[src/design/assert_macros.svh]
// Assertion helper macros
`ifndef ASSERT_MACROS_SVH
`define ASSERT_MACROS_SVH
// implication checked at every edge outside reset
`define ASSERT_IMPL(label, clk, rst_n, ante, cons, msg) \
    label: assert property (@(posedge clk) disable iff (!rst_n) (ante) |-> (cons)) \
        else $error(msg);
// implication checked in the next cycle
`define ASSERT_NEXT(label, clk, rst_n, ante, cons, msg) \
    label: assert property (@(posedge clk) disable iff (!rst_n) (ante) |=> (cons)) \
        else $error(msg);
`endif

[src/design/md5_pkg.sv]
// ----------------------------------------------------------------------------
// md5_pkg
// Shared types, constants and round tables for the MD5 engine.
// ----------------------------------------------------------------------------
`default_nettype none
package md5_pkg;

    localparam int BlockWords = 16;
    localparam int WordWidth  = 32;

    localparam logic [31:0] InitA = 32'h67452301;
    localparam logic [31:0] InitB = 32'hefcdab89;
    localparam logic [31:0] InitC = 32'h98badcfe;
    localparam logic [31:0] InitD = 32'h10325476;
    localparam logic [7:0]  PadByte = 8'h80;

    typedef enum logic [2:0] {
        ST_IDLE,
        ST_ROUND,
        ST_FINAL,
        ST_PAD,
        ST_OUT
    } ctl_state_t;

    // core control reported by the round unit
    typedef struct packed {
        logic start;
        logic busy;
        logic done;
    } core_ctl_t;

    function automatic logic [31:0] round_k(input logic [5:0] i);
        logic [31:0] k;
        case (i)
            6'd0: k = 32'hd76aa478;  6'd1: k = 32'he8c7b756;
            6'd2: k = 32'h242070db;  6'd3: k = 32'hc1bdceee;
            6'd4: k = 32'hf57c0faf;  6'd5: k = 32'h4787c62a;
            6'd6: k = 32'ha8304613;  6'd7: k = 32'hfd469501;
            6'd8: k = 32'h698098d8;  6'd9: k = 32'h8b44f7af;
            6'd10: k = 32'hffff5bb1; 6'd11: k = 32'h895cd7be;
            6'd12: k = 32'h6b901122; 6'd13: k = 32'hfd987193;
            6'd14: k = 32'ha679438e; 6'd15: k = 32'h49b40821;
            6'd16: k = 32'hf61e2562; 6'd17: k = 32'hc040b340;
            6'd18: k = 32'h265e5a51; 6'd19: k = 32'he9b6c7aa;
            6'd20: k = 32'hd62f105d; 6'd21: k = 32'h02441453;
            6'd22: k = 32'hd8a1e681; 6'd23: k = 32'he7d3fbc8;
            6'd24: k = 32'h21e1cde6; 6'd25: k = 32'hc33707d6;
            6'd26: k = 32'hf4d50d87; 6'd27: k = 32'h455a14ed;
            6'd28: k = 32'ha9e3e905; 6'd29: k = 32'hfcefa3f8;
            6'd30: k = 32'h676f02d9; 6'd31: k = 32'h8d2a4c8a;
            6'd32: k = 32'hfffa3942; 6'd33: k = 32'h8771f681;
            6'd34: k = 32'h6d9d6122; 6'd35: k = 32'hfde5380c;
            6'd36: k = 32'ha4beea44; 6'd37: k = 32'h4bdecfa9;
            6'd38: k = 32'hf6bb4b60; 6'd39: k = 32'hbebfbc70;
            6'd40: k = 32'h289b7ec6; 6'd41: k = 32'heaa127fa;
            6'd42: k = 32'hd4ef3085; 6'd43: k = 32'h04881d05;
            6'd44: k = 32'hd9d4d039; 6'd45: k = 32'he6db99e5;
            6'd46: k = 32'h1fa27cf8; 6'd47: k = 32'hc4ac5665;
            6'd48: k = 32'hf4292244; 6'd49: k = 32'h432aff97;
            6'd50: k = 32'hab9423a7; 6'd51: k = 32'hfc93a039;
            6'd52: k = 32'h655b59c3; 6'd53: k = 32'h8f0ccc92;
            6'd54: k = 32'hffeff47d; 6'd55: k = 32'h85845dd1;
            6'd56: k = 32'h6fa87e4f; 6'd57: k = 32'hfe2ce6e0;
            6'd58: k = 32'ha3014314; 6'd59: k = 32'h4e0811a1;
            6'd60: k = 32'hf7537e82; 6'd61: k = 32'hbd3af235;
            6'd62: k = 32'h2ad7d2bb; default: k = 32'heb86d391;
        endcase
        return k;
    endfunction

    function automatic logic [4:0] round_s(input logic [5:0] i);
        logic [4:0] s;
        case ({i[5:4], i[1:0]})
            4'd0: s = 5'd7;   4'd1: s = 5'd12;  4'd2: s = 5'd17;  4'd3: s = 5'd22;
            4'd4: s = 5'd5;   4'd5: s = 5'd9;   4'd6: s = 5'd14;  4'd7: s = 5'd20;
            4'd8: s = 5'd4;   4'd9: s = 5'd11;  4'd10: s = 5'd16; 4'd11: s = 5'd23;
            4'd12: s = 5'd6;  4'd13: s = 5'd10; 4'd14: s = 5'd15; default: s = 5'd21;
        endcase
        return s;
    endfunction

    // message word index used by round i
    function automatic logic [3:0] round_g(input logic [5:0] i);
        logic [3:0] g;
        case (i[5:4])
            2'd0: g = i[3:0];
            2'd1: g = 4'(5 * i[3:0] + 1);
            2'd2: g = 4'(3 * i[3:0] + 5);
            default: g = 4'(7 * i[3:0]);
        endcase
        return g;
    endfunction

endpackage
`default_nettype wire

[src/design/md5_hash_engine_top.sv]
// ----------------------------------------------------------------------------
// md5_hash_engine_top
// MD5 digest over a byte stream, one result transaction per message.
// ----------------------------------------------------------------------------
// A byte transaction is accepted only in the idle state; every 64th byte starts
// a compression (one round per cycle on the shared round unit, message words
// read ahead from the 16-word block RAM through its registered read). A last
// transaction adds padding (zero words up to the end of the block) and one or
// two compressions, then holds the digest on the master side until it is taken.
`default_nettype none
module md5_hash_engine_top
    import md5_pkg::*;
(
    input  wire logic         clk,
    input  wire logic         rst_n,
    input  wire logic         s_tvalid,
    output logic              s_tready,
    input  wire logic [7:0]   s_tdata,   // data_byte
    input  wire logic [1:0]   s_tuser,   // byte_valid, last_item
    output logic              m_tvalid,
    input  wire logic         m_tready,
    output logic      [127:0] m_tdata    // digest_a, digest_b, digest_c, digest_d
);
    logic        mem_we;
    logic [3:0]  mem_waddr, mem_raddr;
    logic [31:0] mem_wdata, mem_rdata;
    logic        core_start, clear_chain;
    core_ctl_t   core;
    logic [31:0] ca, cb, cc, cd;

    md5_ram #(.Width(WordWidth), .Depth(BlockWords)) u_ram (
        .clk(clk), .we(mem_we), .waddr(mem_waddr), .wdata(mem_wdata),
        .raddr(mem_raddr), .rdata(mem_rdata)
    );

    md5_round u_round (
        .clk(clk), .rst_n(rst_n), .start(core_start), .clear_chain(clear_chain),
        .mem_rdata(mem_rdata), .mem_raddr(mem_raddr), .ctl(core),
        .chain_a(ca), .chain_b(cb), .chain_c(cc), .chain_d(cd)
    );

    md5_ctrl u_ctrl (
        .clk(clk), .rst_n(rst_n), .in_valid(s_tvalid), .in_ready(s_tready),
        .in_byte(s_tdata), .in_bvalid(s_tuser[0]), .in_last(s_tuser[1]),
        .out_valid(m_tvalid), .out_ready(m_tready), .core(core),
        .core_start(core_start), .clear_chain(clear_chain), .mem_we(mem_we),
        .mem_waddr(mem_waddr), .mem_wdata(mem_wdata)
    );

    assign m_tdata = {cd, cc, cb, ca};
endmodule
`default_nettype wire

[src/design/md5_ram.sv]
// ----------------------------------------------------------------------------
// md5_ram
// Generic single-port-write, single-port-read RAM with registered read.
// ----------------------------------------------------------------------------
`default_nettype none
module md5_ram #(
    parameter int Width = 32,
    parameter int Depth = 16
) (
    input  wire logic                     clk,
    input  wire logic                     we,
    input  wire logic [$clog2(Depth)-1:0] waddr,
    input  wire logic [Width-1:0]         wdata,
    input  wire logic [$clog2(Depth)-1:0] raddr,
    output logic      [Width-1:0]         rdata
);
    logic [Width-1:0] mem [Depth];

    always_ff @(posedge clk)
    begin
        if (we)
        begin
            mem[waddr] <= wdata;
        end
        rdata <= mem[raddr];
    end
endmodule
`default_nettype wire

[src/design/md5_round.sv]
// ----------------------------------------------------------------------------
// md5_round
// Iterative MD5 compression: one round per cycle, message word read from RAM.
// ----------------------------------------------------------------------------
`default_nettype none
`include "assert_macros.svh"
module md5_round
    import md5_pkg::*;
(
    input  wire logic        clk,
    input  wire logic        rst_n,
    input  wire logic        start,
    input  wire logic        clear_chain,
    input  wire logic [31:0] mem_rdata,
    output logic      [3:0]  mem_raddr,
    output core_ctl_t        ctl,
    output logic      [31:0] chain_a,
    output logic      [31:0] chain_b,
    output logic      [31:0] chain_c,
    output logic      [31:0] chain_d
);
    logic [31:0] a_reg, b_reg, c_reg, d_reg;
    logic [31:0] ha_reg, hb_reg, hc_reg, hd_reg;
    logic [5:0]  rnd_reg;     // round whose word is in mem_rdata
    logic        run_reg;     // rounds in progress
    logic        fetch_reg;   // first word being fetched
    logic        done_reg;
    logic [5:0]  rnd_next;
    logic [31:0] f, t, rot;
    logic [4:0]  s;

    // fetch word for next round in the cycle before it is used
    assign rnd_next  = fetch_reg ? 6'd0 : 6'(rnd_reg + 6'd1);
    assign mem_raddr = start ? 4'd0 : round_g(run_reg ? 6'(rnd_reg + 6'd1) : 6'd0);

    always_comb
    begin
        case (rnd_reg[5:4])
            2'd0: f = (b_reg & c_reg) | (~b_reg & d_reg);
            2'd1: f = (b_reg & d_reg) | (c_reg & ~d_reg);
            2'd2: f = b_reg ^ c_reg ^ d_reg;
            default: f = c_reg ^ (b_reg | ~d_reg);
        endcase
        s   = round_s(rnd_reg);
        t   = a_reg + f + mem_rdata + round_k(rnd_reg);
        rot = (t << s) | (t >> (6'd32 - {1'b0, s}));
    end

    always_ff @(posedge clk or negedge rst_n)
    begin
        if (!rst_n)
        begin
            run_reg   <= 1'b0;
            fetch_reg <= 1'b0;
            done_reg  <= 1'b0;
            rnd_reg   <= '0;
            ha_reg    <= InitA;
            hb_reg    <= InitB;
            hc_reg    <= InitC;
            hd_reg    <= InitD;
        end
        else
        begin
            done_reg <= 1'b0;
            if (clear_chain)
            begin
                ha_reg <= InitA;
                hb_reg <= InitB;
                hc_reg <= InitC;
                hd_reg <= InitD;
            end
            if (start)
            begin
                fetch_reg <= 1'b1;
                rnd_reg   <= '0;
            end
            else if (fetch_reg)
            begin
                fetch_reg <= 1'b0;
                run_reg   <= 1'b1;
                rnd_reg   <= rnd_next;
            end
            else if (run_reg)
            begin
                if (rnd_reg == 6'd63)
                begin
                    run_reg  <= 1'b0;
                    done_reg <= 1'b1;
                    ha_reg   <= ha_reg + d_reg;
                    hb_reg   <= hb_reg + b_reg + rot;
                    hc_reg   <= hc_reg + b_reg;
                    hd_reg   <= hd_reg + c_reg;
                end
                rnd_reg <= rnd_next;
            end
        end
    end

    always_ff @(posedge clk)
    begin
        if (start)
        begin
            a_reg <= ha_reg;
            b_reg <= hb_reg;
            c_reg <= hc_reg;
            d_reg <= hd_reg;
        end
        else if (run_reg)
        begin
            a_reg <= d_reg;
            d_reg <= c_reg;
            c_reg <= b_reg;
            b_reg <= b_reg + rot;
        end
    end

    assign ctl.start = start;
    assign ctl.busy  = run_reg | fetch_reg;
    assign ctl.done  = done_reg;
    assign chain_a = ha_reg;
    assign chain_b = hb_reg;
    assign chain_c = hc_reg;
    assign chain_d = hd_reg;

    `ASSERT_IMPL(a_no_restart, clk, rst_n, start, !(run_reg || fetch_reg), "start while busy")
    `ASSERT_NEXT(a_done_pulse, clk, rst_n, done_reg, !done_reg && !run_reg, "done not a pulse")
    `ASSERT_IMPL(a_fetch_excl, clk, rst_n, fetch_reg, !run_reg, "fetch overlaps rounds")
endmodule
`default_nettype wire

[src/design/md5_ctrl.sv]
// ----------------------------------------------------------------------------
// md5_ctrl
// Byte packing, padding, length bookkeeping and sequencing of compressions.
// ----------------------------------------------------------------------------
`default_nettype none
`include "assert_macros.svh"
module md5_ctrl
    import md5_pkg::*;
(
    input  wire logic        clk,
    input  wire logic        rst_n,
    input  wire logic        in_valid,
    output logic             in_ready,
    input  wire logic [7:0]  in_byte,
    input  wire logic        in_bvalid,
    input  wire logic        in_last,
    output logic             out_valid,
    input  wire logic        out_ready,
    input  wire core_ctl_t   core,
    output logic             core_start,
    output logic             clear_chain,
    output logic             mem_we,
    output logic      [3:0]  mem_waddr,
    output logic      [31:0] mem_wdata
);
    ctl_state_t  state_reg, state_next;
    logic [5:0]  fill_reg, fill_next;
    logic [63:0] bits_reg, bits_next;
    logic [31:0] word_reg, word_next;    // partial word being assembled
    logic        last_reg, last_next;    // padding pending after this compress
    logic        lenblk_reg, lenblk_next; // current compress is the final one
    logic [3:0]  pw_reg, pw_next;        // pad word pointer
    logic        out_reg, out_next;
    logic        padding_reg;
    logic        pad2_needed;
    logic [31:0] merged;
    logic [1:0]  bpos;

    assign bpos = fill_reg[1:0];

    // first pad block done without length: a second block is required
    assign pad2_needed = (pw_reg == 4'd0) && !last_reg && fill_reg == 6'd0 && padding_reg;

    always_comb
    begin
        merged = word_reg;
        case (bpos)
            2'd0: merged = {24'd0, in_byte};
            2'd1: merged[15:8]  = in_byte;
            2'd2: merged[23:16] = in_byte;
            default: merged[31:24] = in_byte;
        endcase
    end

    always_ff @(posedge clk or negedge rst_n)
    begin
        if (!rst_n)
        begin
            state_reg  <= ST_IDLE;
            fill_reg   <= '0;
            bits_reg   <= '0;
            last_reg   <= 1'b0;
            lenblk_reg <= 1'b0;
            pw_reg     <= '0;
            out_reg    <= 1'b0;
        end
        else
        begin
            state_reg  <= state_next;
            fill_reg   <= fill_next;
            bits_reg   <= bits_next;
            last_reg   <= last_next;
            lenblk_reg <= lenblk_next;
            pw_reg     <= pw_next;
            out_reg    <= out_next;
        end
    end

    always_ff @(posedge clk)
    begin
        word_reg <= word_next;
    end

    always_comb
    begin
        state_next  = state_reg;
        fill_next   = fill_reg;
        bits_next   = bits_reg;
        word_next   = word_reg;
        last_next   = last_reg;
        lenblk_next = lenblk_reg;
        pw_next     = pw_reg;
        out_next    = out_reg;
        in_ready    = 1'b0;
        core_start  = 1'b0;
        clear_chain = 1'b0;
        mem_we      = 1'b0;
        mem_waddr   = fill_reg[5:2];
        mem_wdata   = merged;
        case (state_reg)
            ST_IDLE:
            begin
                in_ready = 1'b1;
                if (in_valid)
                begin
                    if (in_bvalid)
                    begin
                        word_next = merged;
                        mem_we    = 1'b1;
                        fill_next = 6'(fill_reg + 6'd1);
                        bits_next = bits_reg + 64'd8;
                    end
                    last_next = in_last;
                    if (in_bvalid && fill_reg == 6'd63)
                    begin
                        core_start  = 1'b1;
                        lenblk_next = 1'b0;
                        state_next  = ST_ROUND;
                    end
                    else if (in_last)
                    begin
                        state_next = ST_PAD;
                    end
                end
            end
            ST_ROUND:
            begin
                if (core.done)
                begin
                    if (lenblk_reg)
                    begin
                        out_next   = 1'b1;
                        state_next = ST_OUT;
                    end
                    else if (last_reg)
                    begin
                        state_next = ST_PAD;
                    end
                    else
                    begin
                        state_next = ST_IDLE;
                    end
                end
            end
            ST_PAD:
            begin
                // write 0x80 into the partial word, then zero the rest
                mem_we    = 1'b1;
                mem_waddr = fill_reg[5:2];
                case (bpos)
                    2'd0: mem_wdata = {24'd0, PadByte};
                    2'd1: mem_wdata = {16'd0, PadByte, word_reg[7:0]};
                    2'd2: mem_wdata = {8'd0, PadByte, word_reg[15:0]};
                    default: mem_wdata = {PadByte, word_reg[23:0]};
                endcase
                last_next = 1'b0;
                pw_next   = 4'(fill_reg[5:2] + 4'd1);
                fill_next = '0;
                lenblk_next = (fill_reg < 6'd56);
                state_next  = ST_FINAL;
                if (fill_reg[5:2] == 4'd15)
                begin
                    // pad byte lands in the last word: compress right away
                    core_start = 1'b1;
                    pw_next    = 4'd0;
                    state_next = ST_ROUND;
                end
            end
            ST_FINAL:
            begin
                // fill zero words up to the end of the block; length in 14/15 of the last block
                mem_we    = 1'b1;
                mem_waddr = pw_reg;
                mem_wdata = '0;
                if (lenblk_reg && pw_reg == 4'd14)
                begin
                    mem_wdata = bits_reg[31:0];
                end
                else if (lenblk_reg && pw_reg == 4'd15)
                begin
                    mem_wdata = bits_reg[63:32];
                end
                pw_next = 4'(pw_reg + 4'd1);
                if (pw_reg == 4'd15)
                begin
                    core_start = 1'b1;
                    state_next = ST_ROUND;
                    if (!lenblk_reg)
                    begin
                        // second block: only zeros and length
                        last_next = 1'b0;
                    end
                end
            end
            ST_OUT:
            begin
                if (out_ready)
                begin
                    out_next    = 1'b0;
                    clear_chain = 1'b1;
                    fill_next   = '0;
                    bits_next   = '0;
                    lenblk_next = 1'b0;
                    state_next  = ST_IDLE;
                end
            end
            default:
            begin
                state_next = ST_IDLE;
            end
        endcase
        // after a pad block without room for the length, build the length-only block
        if (state_reg == ST_ROUND && core.done && !lenblk_reg && pad2_needed)
        begin
            lenblk_next = 1'b1;
            pw_next     = 4'd0;
            state_next  = ST_FINAL;
        end
    end

    always_ff @(posedge clk or negedge rst_n)
    begin
        if (!rst_n)
        begin
            padding_reg <= 1'b0;
        end
        else if (state_reg == ST_PAD)
        begin
            padding_reg <= 1'b1;
        end
        else if (state_reg == ST_ROUND && core.done)
        begin
            padding_reg <= 1'b0;
        end
    end

    assign out_valid = out_reg;

    `ASSERT_IMPL(a_out_state, clk, rst_n, out_reg, state_reg == ST_OUT, "output outside ST_OUT")
    `ASSERT_IMPL(a_busy_round, clk, rst_n, core.busy, state_reg == ST_ROUND, "core busy out of round")
    `ASSERT_IMPL(a_ready_idle, clk, rst_n, in_ready, !out_reg, "input taken with digest pending")
endmodule
`default_nettype wire

[config.mk]
export PLATFORM = sky130hd
export DESIGN_NAME = md5_hash_engine_top
export DESIGN_NICKNAME = d
export VERILOG_FILES = /design/src/design/md5_pkg.sv /design/src/design/md5_hash_engine_top.sv /design/src/design/md5_ram.sv /design/src/design/md5_round.sv /design/src/design/md5_ctrl.sv
export VERILOG_INCLUDE_DIRS = /design/src /design/src/design
export SDC_FILE = /design/constraint.sdc
export NUM_CORES = 2
export LEC_CHECK = 0
export ABC_CLOCK_PERIOD_IN_PS = 10500
export BUFFER_PORTS_ARGS = -buffer_cell sky130_fd_sc_hd__buf_2
export CAP_MARGIN = 40
export CORE_ASPECT_RATIO = 0.9
export CORE_UTILIZATION = 25
export CTS_BUF_LIST = sky130_fd_sc_hd__clkbuf_4 sky130_fd_sc_hd__clkbuf_8
export DETAILED_ROUTE_END_ITERATION = 10
export PLACE_DENSITY_LB_ADDON = 0.05
export SYNTH_ARGS = -nofsm -noshare
export SYNTH_HDL_FRONTEND = slang
export SYNTH_SLANG_ARGS = --single-unit
[constraint.sdc]
create_clock -name clk -period 10.5 [get_ports clk]
set_clock_uncertainty 0.15 [all_clocks]
set_input_delay 1.575 -clock clk [delete_from_list [all_inputs] [get_ports clk]]
set_output_delay 1.575 -clock clk [all_outputs]
set_load 0.01 [all_outputs]
==> metrics.yaml <==
rsz0062_at_grt: "true"
worst-path-buf-inv: 8
cts_tree: "done"
grt_max_degree: 175
arrival_ns: 10.70
critPathLaunchType: "flip-flop"
ys_top_cells_by_area: "edfxtp_1 35%, dfrtp_1 6.6%, nand2_1 5.5%, ha_1 4.9%, o21ai_0 4.2%"
synth_area_per_cell_um2: 9.47
critPathKind: "flip-flop to flip-flop"
netlist.area_leader.share_pct: 35.1
status: "complete, no violations"
stdcell_area_um2: 69100
pin_count: 144
crit_start: "u_round.rnd_reg[0]"
numCtsBuffers: 184
routed_via_density: 5.12
crit_path_frequent_cell: "buf_4"
antenna_found_initial: 13
ys_ff_latch: 919
worst-r2r-cell-count: 44
track_usage_pct: 21.8
yosys.area.top_type: "edfxtp_1"
clock_path_buffers: 3
hp-start: "u_round.fetch_reg"
fillers: 24100
drtIter0Drc: 4135
place_congestion: 0.907
grt_pass1_vias: 47900
end_kind: "flip-flop"
worstPathRequired_ns: 11.22
hold_viol_final: 0
die_w_um: 508
finalWirelength_um: 257000
ant_nets: 0
die_y_um: 457
crit_family: "compound AO/OA/AOI/OAI gates"
fin_util_pct: 30.3
overflow: 0
setup_viol: 0
num_vias: 49600
finalMaxSlewViolations: 0
dp_hpwl_um: 181000
syn_inst: 6071
cpMaxStageDelayCell: "fa_1"
tightestPinTransition_ns: 0.903
drv_cap: 0
final_layout_size_suffix_gt1_share_pct: 17.8
cts.sinks: 919
critPathMaxFanout: 22
yosysWarnings: 0
whs_endpoint: "u_round.run_reg"
syn_nets: 6411
clk_pin_slew_ns: 0.06
dieArea_um2: 232000
ys_async_sr_fraction_pct: 23.4
regToRegSetupSlack_ns: 0.52
ys.flop_type: "edfxtp_1"
largest_reg_flops: 512
start_util_pct: 25.2
first_pass_iters: 5
synth-seq-area-share_pct: 45.7
critPathMaxStageDelay_ns: 0.49
ctsHtreeMaxLevel: 4
fin_nets: 6843
rows: 166
syn_area_um2: 57500
synth_cell_type_count: 96
cp.depth: 44
whs_path_depth: 2
ctsHoldBuffers: 0
worstSkewPairLatency_ns: 0.95
coreArea_um2: 228000
drc: 0
cts_root_buf: "clkbuf_8"
r2r-end: "u_round.chain_b[31]"
grt_pass1_wl_um: 366000
dpl-instance-area_um2: 65000
hp-class: "flip-flop to flip-flop"
post-route-min-period_ns: 9.98
clock.fmax_mhz: 100
io_buffers: 143
synth-edff-count: 672
slew_headroom_pct: 39.4
syn2layout_area_growth_pct: 20.2
r2r_start: "u_round.rnd_reg[0]"
whs_ns: 0.327
wl_per_cell_um: 26.5
finalCritPeriodShare_pct: 95.0
[worst min-delay path: stages (launching register included)]
cell,delay (ns)
dfrtp_1,0.33
nand2_1,0.05
nand2_1,0.06
[layout by cell type, fill, tap and decap left out, drive strengths merged, types with 64 or more instances in the layout]
cell type,instances
nand2,838
edfxtp,672
buf,627
o21ai,484
a21oi,438
nor2,389
inv,374
clkbuf,290
ha,226
a211oi,212
and3,169
nand3,160
xor2,156
dfrtp,151
a31oi,147
nor3,121
xnor2,112
fa,100
a311oi,95
a21o,81
dfstp,64
[metrics by stage]
stage | setup TNS [ns] | instances | worst slack, ns
CTS | 0 | 9681 | 0.00519
global route | -0.0730 | 9691 | -0.0346
finish | 0 | 9696 | 0.522
detailed placement | -0.574 | 9335 | -0.197
floorplan | 0 | 6071 | 0.207
global placement | -0.848 | 9309 | -0.292
[area by class of cell]
type,count,area (um^2),share of cell area [%]
diodes,9,22.5,0.0326
clock buffers,290,3480,5.03
clock inverters,56,375,0.543
inverters,364,1370,1.99
multi-input cells,4407,29000,41.9
flip-flops and latches,919,26300,38.0
well taps,3024,3780,5.47
repair buffers,627,4850,7.01
[logic make-up (layout without fill, tap and decap cells)]
kind of cell	count (synthesis)	count (layout)	share of synthesized area, %
other cells	0	9	0
fa+ha+maj	334	334	8.54
flops	919	919	45.7
mux	86	86	1.67
compound gates	1825	1825	20.3
simple gates	1893	1893	14.8
buf+inv	745	1337	4.87
xor+xnor	269	269	4.17
[per-layer routing]
metal  track usage [%]  wire (um)  vias up
li1                  -          -    23100
met1              34.8     136000    25000
met2              30.3     104000     1295
met3              2.72      12100      272
met4              4.91       5200        0
met5                 0          0        -
[synthesized netlist by cell type, types with 63 or more instances]
master	n
mux2i_1	63
xor2_1	155
dfstp_2	64
nor3_1	120
a21oi_1	436
a211oi_1	212
o21a_1	63
a311oi_1	95
nand2b_1	63
xnor2_1	109
a21o_1	81
and3_1	169
nand3_1	160
nor2_1	389
o21ai_0	477
a31oi_1	145
edfxtp_1	672
inv_1	360
dfrtp_1	151
nand2_1	838
clkbuf_1	342
ha_1	226
fa_1	100
[worst max-delay path by stage]
stage	endpoint	slack [ns]
after floorplan	u_round.b_reg[30]	0.21
after global placement	u_round.chain_b[31]	-0.29
after detailed placement	u_round.chain_b[31]	-0.20
after CTS	u_round.chain_b[28]	0.005
after global routing	u_round.b_reg[30]	-0.03
final	u_round.chain_b[31]	0.52
[repair_timing]
item                       CTS  global route
hold endpoints to repair     0             0
gates resized for setup      5            73
pin swaps                    0            13
buffers inserted             0             5
gates cloned                 0             0
setup endpoints to repair    5            18
Power is not shown: default switching activity piles up to over one toggle a cycle in this logic, so the estimate is an artifact.
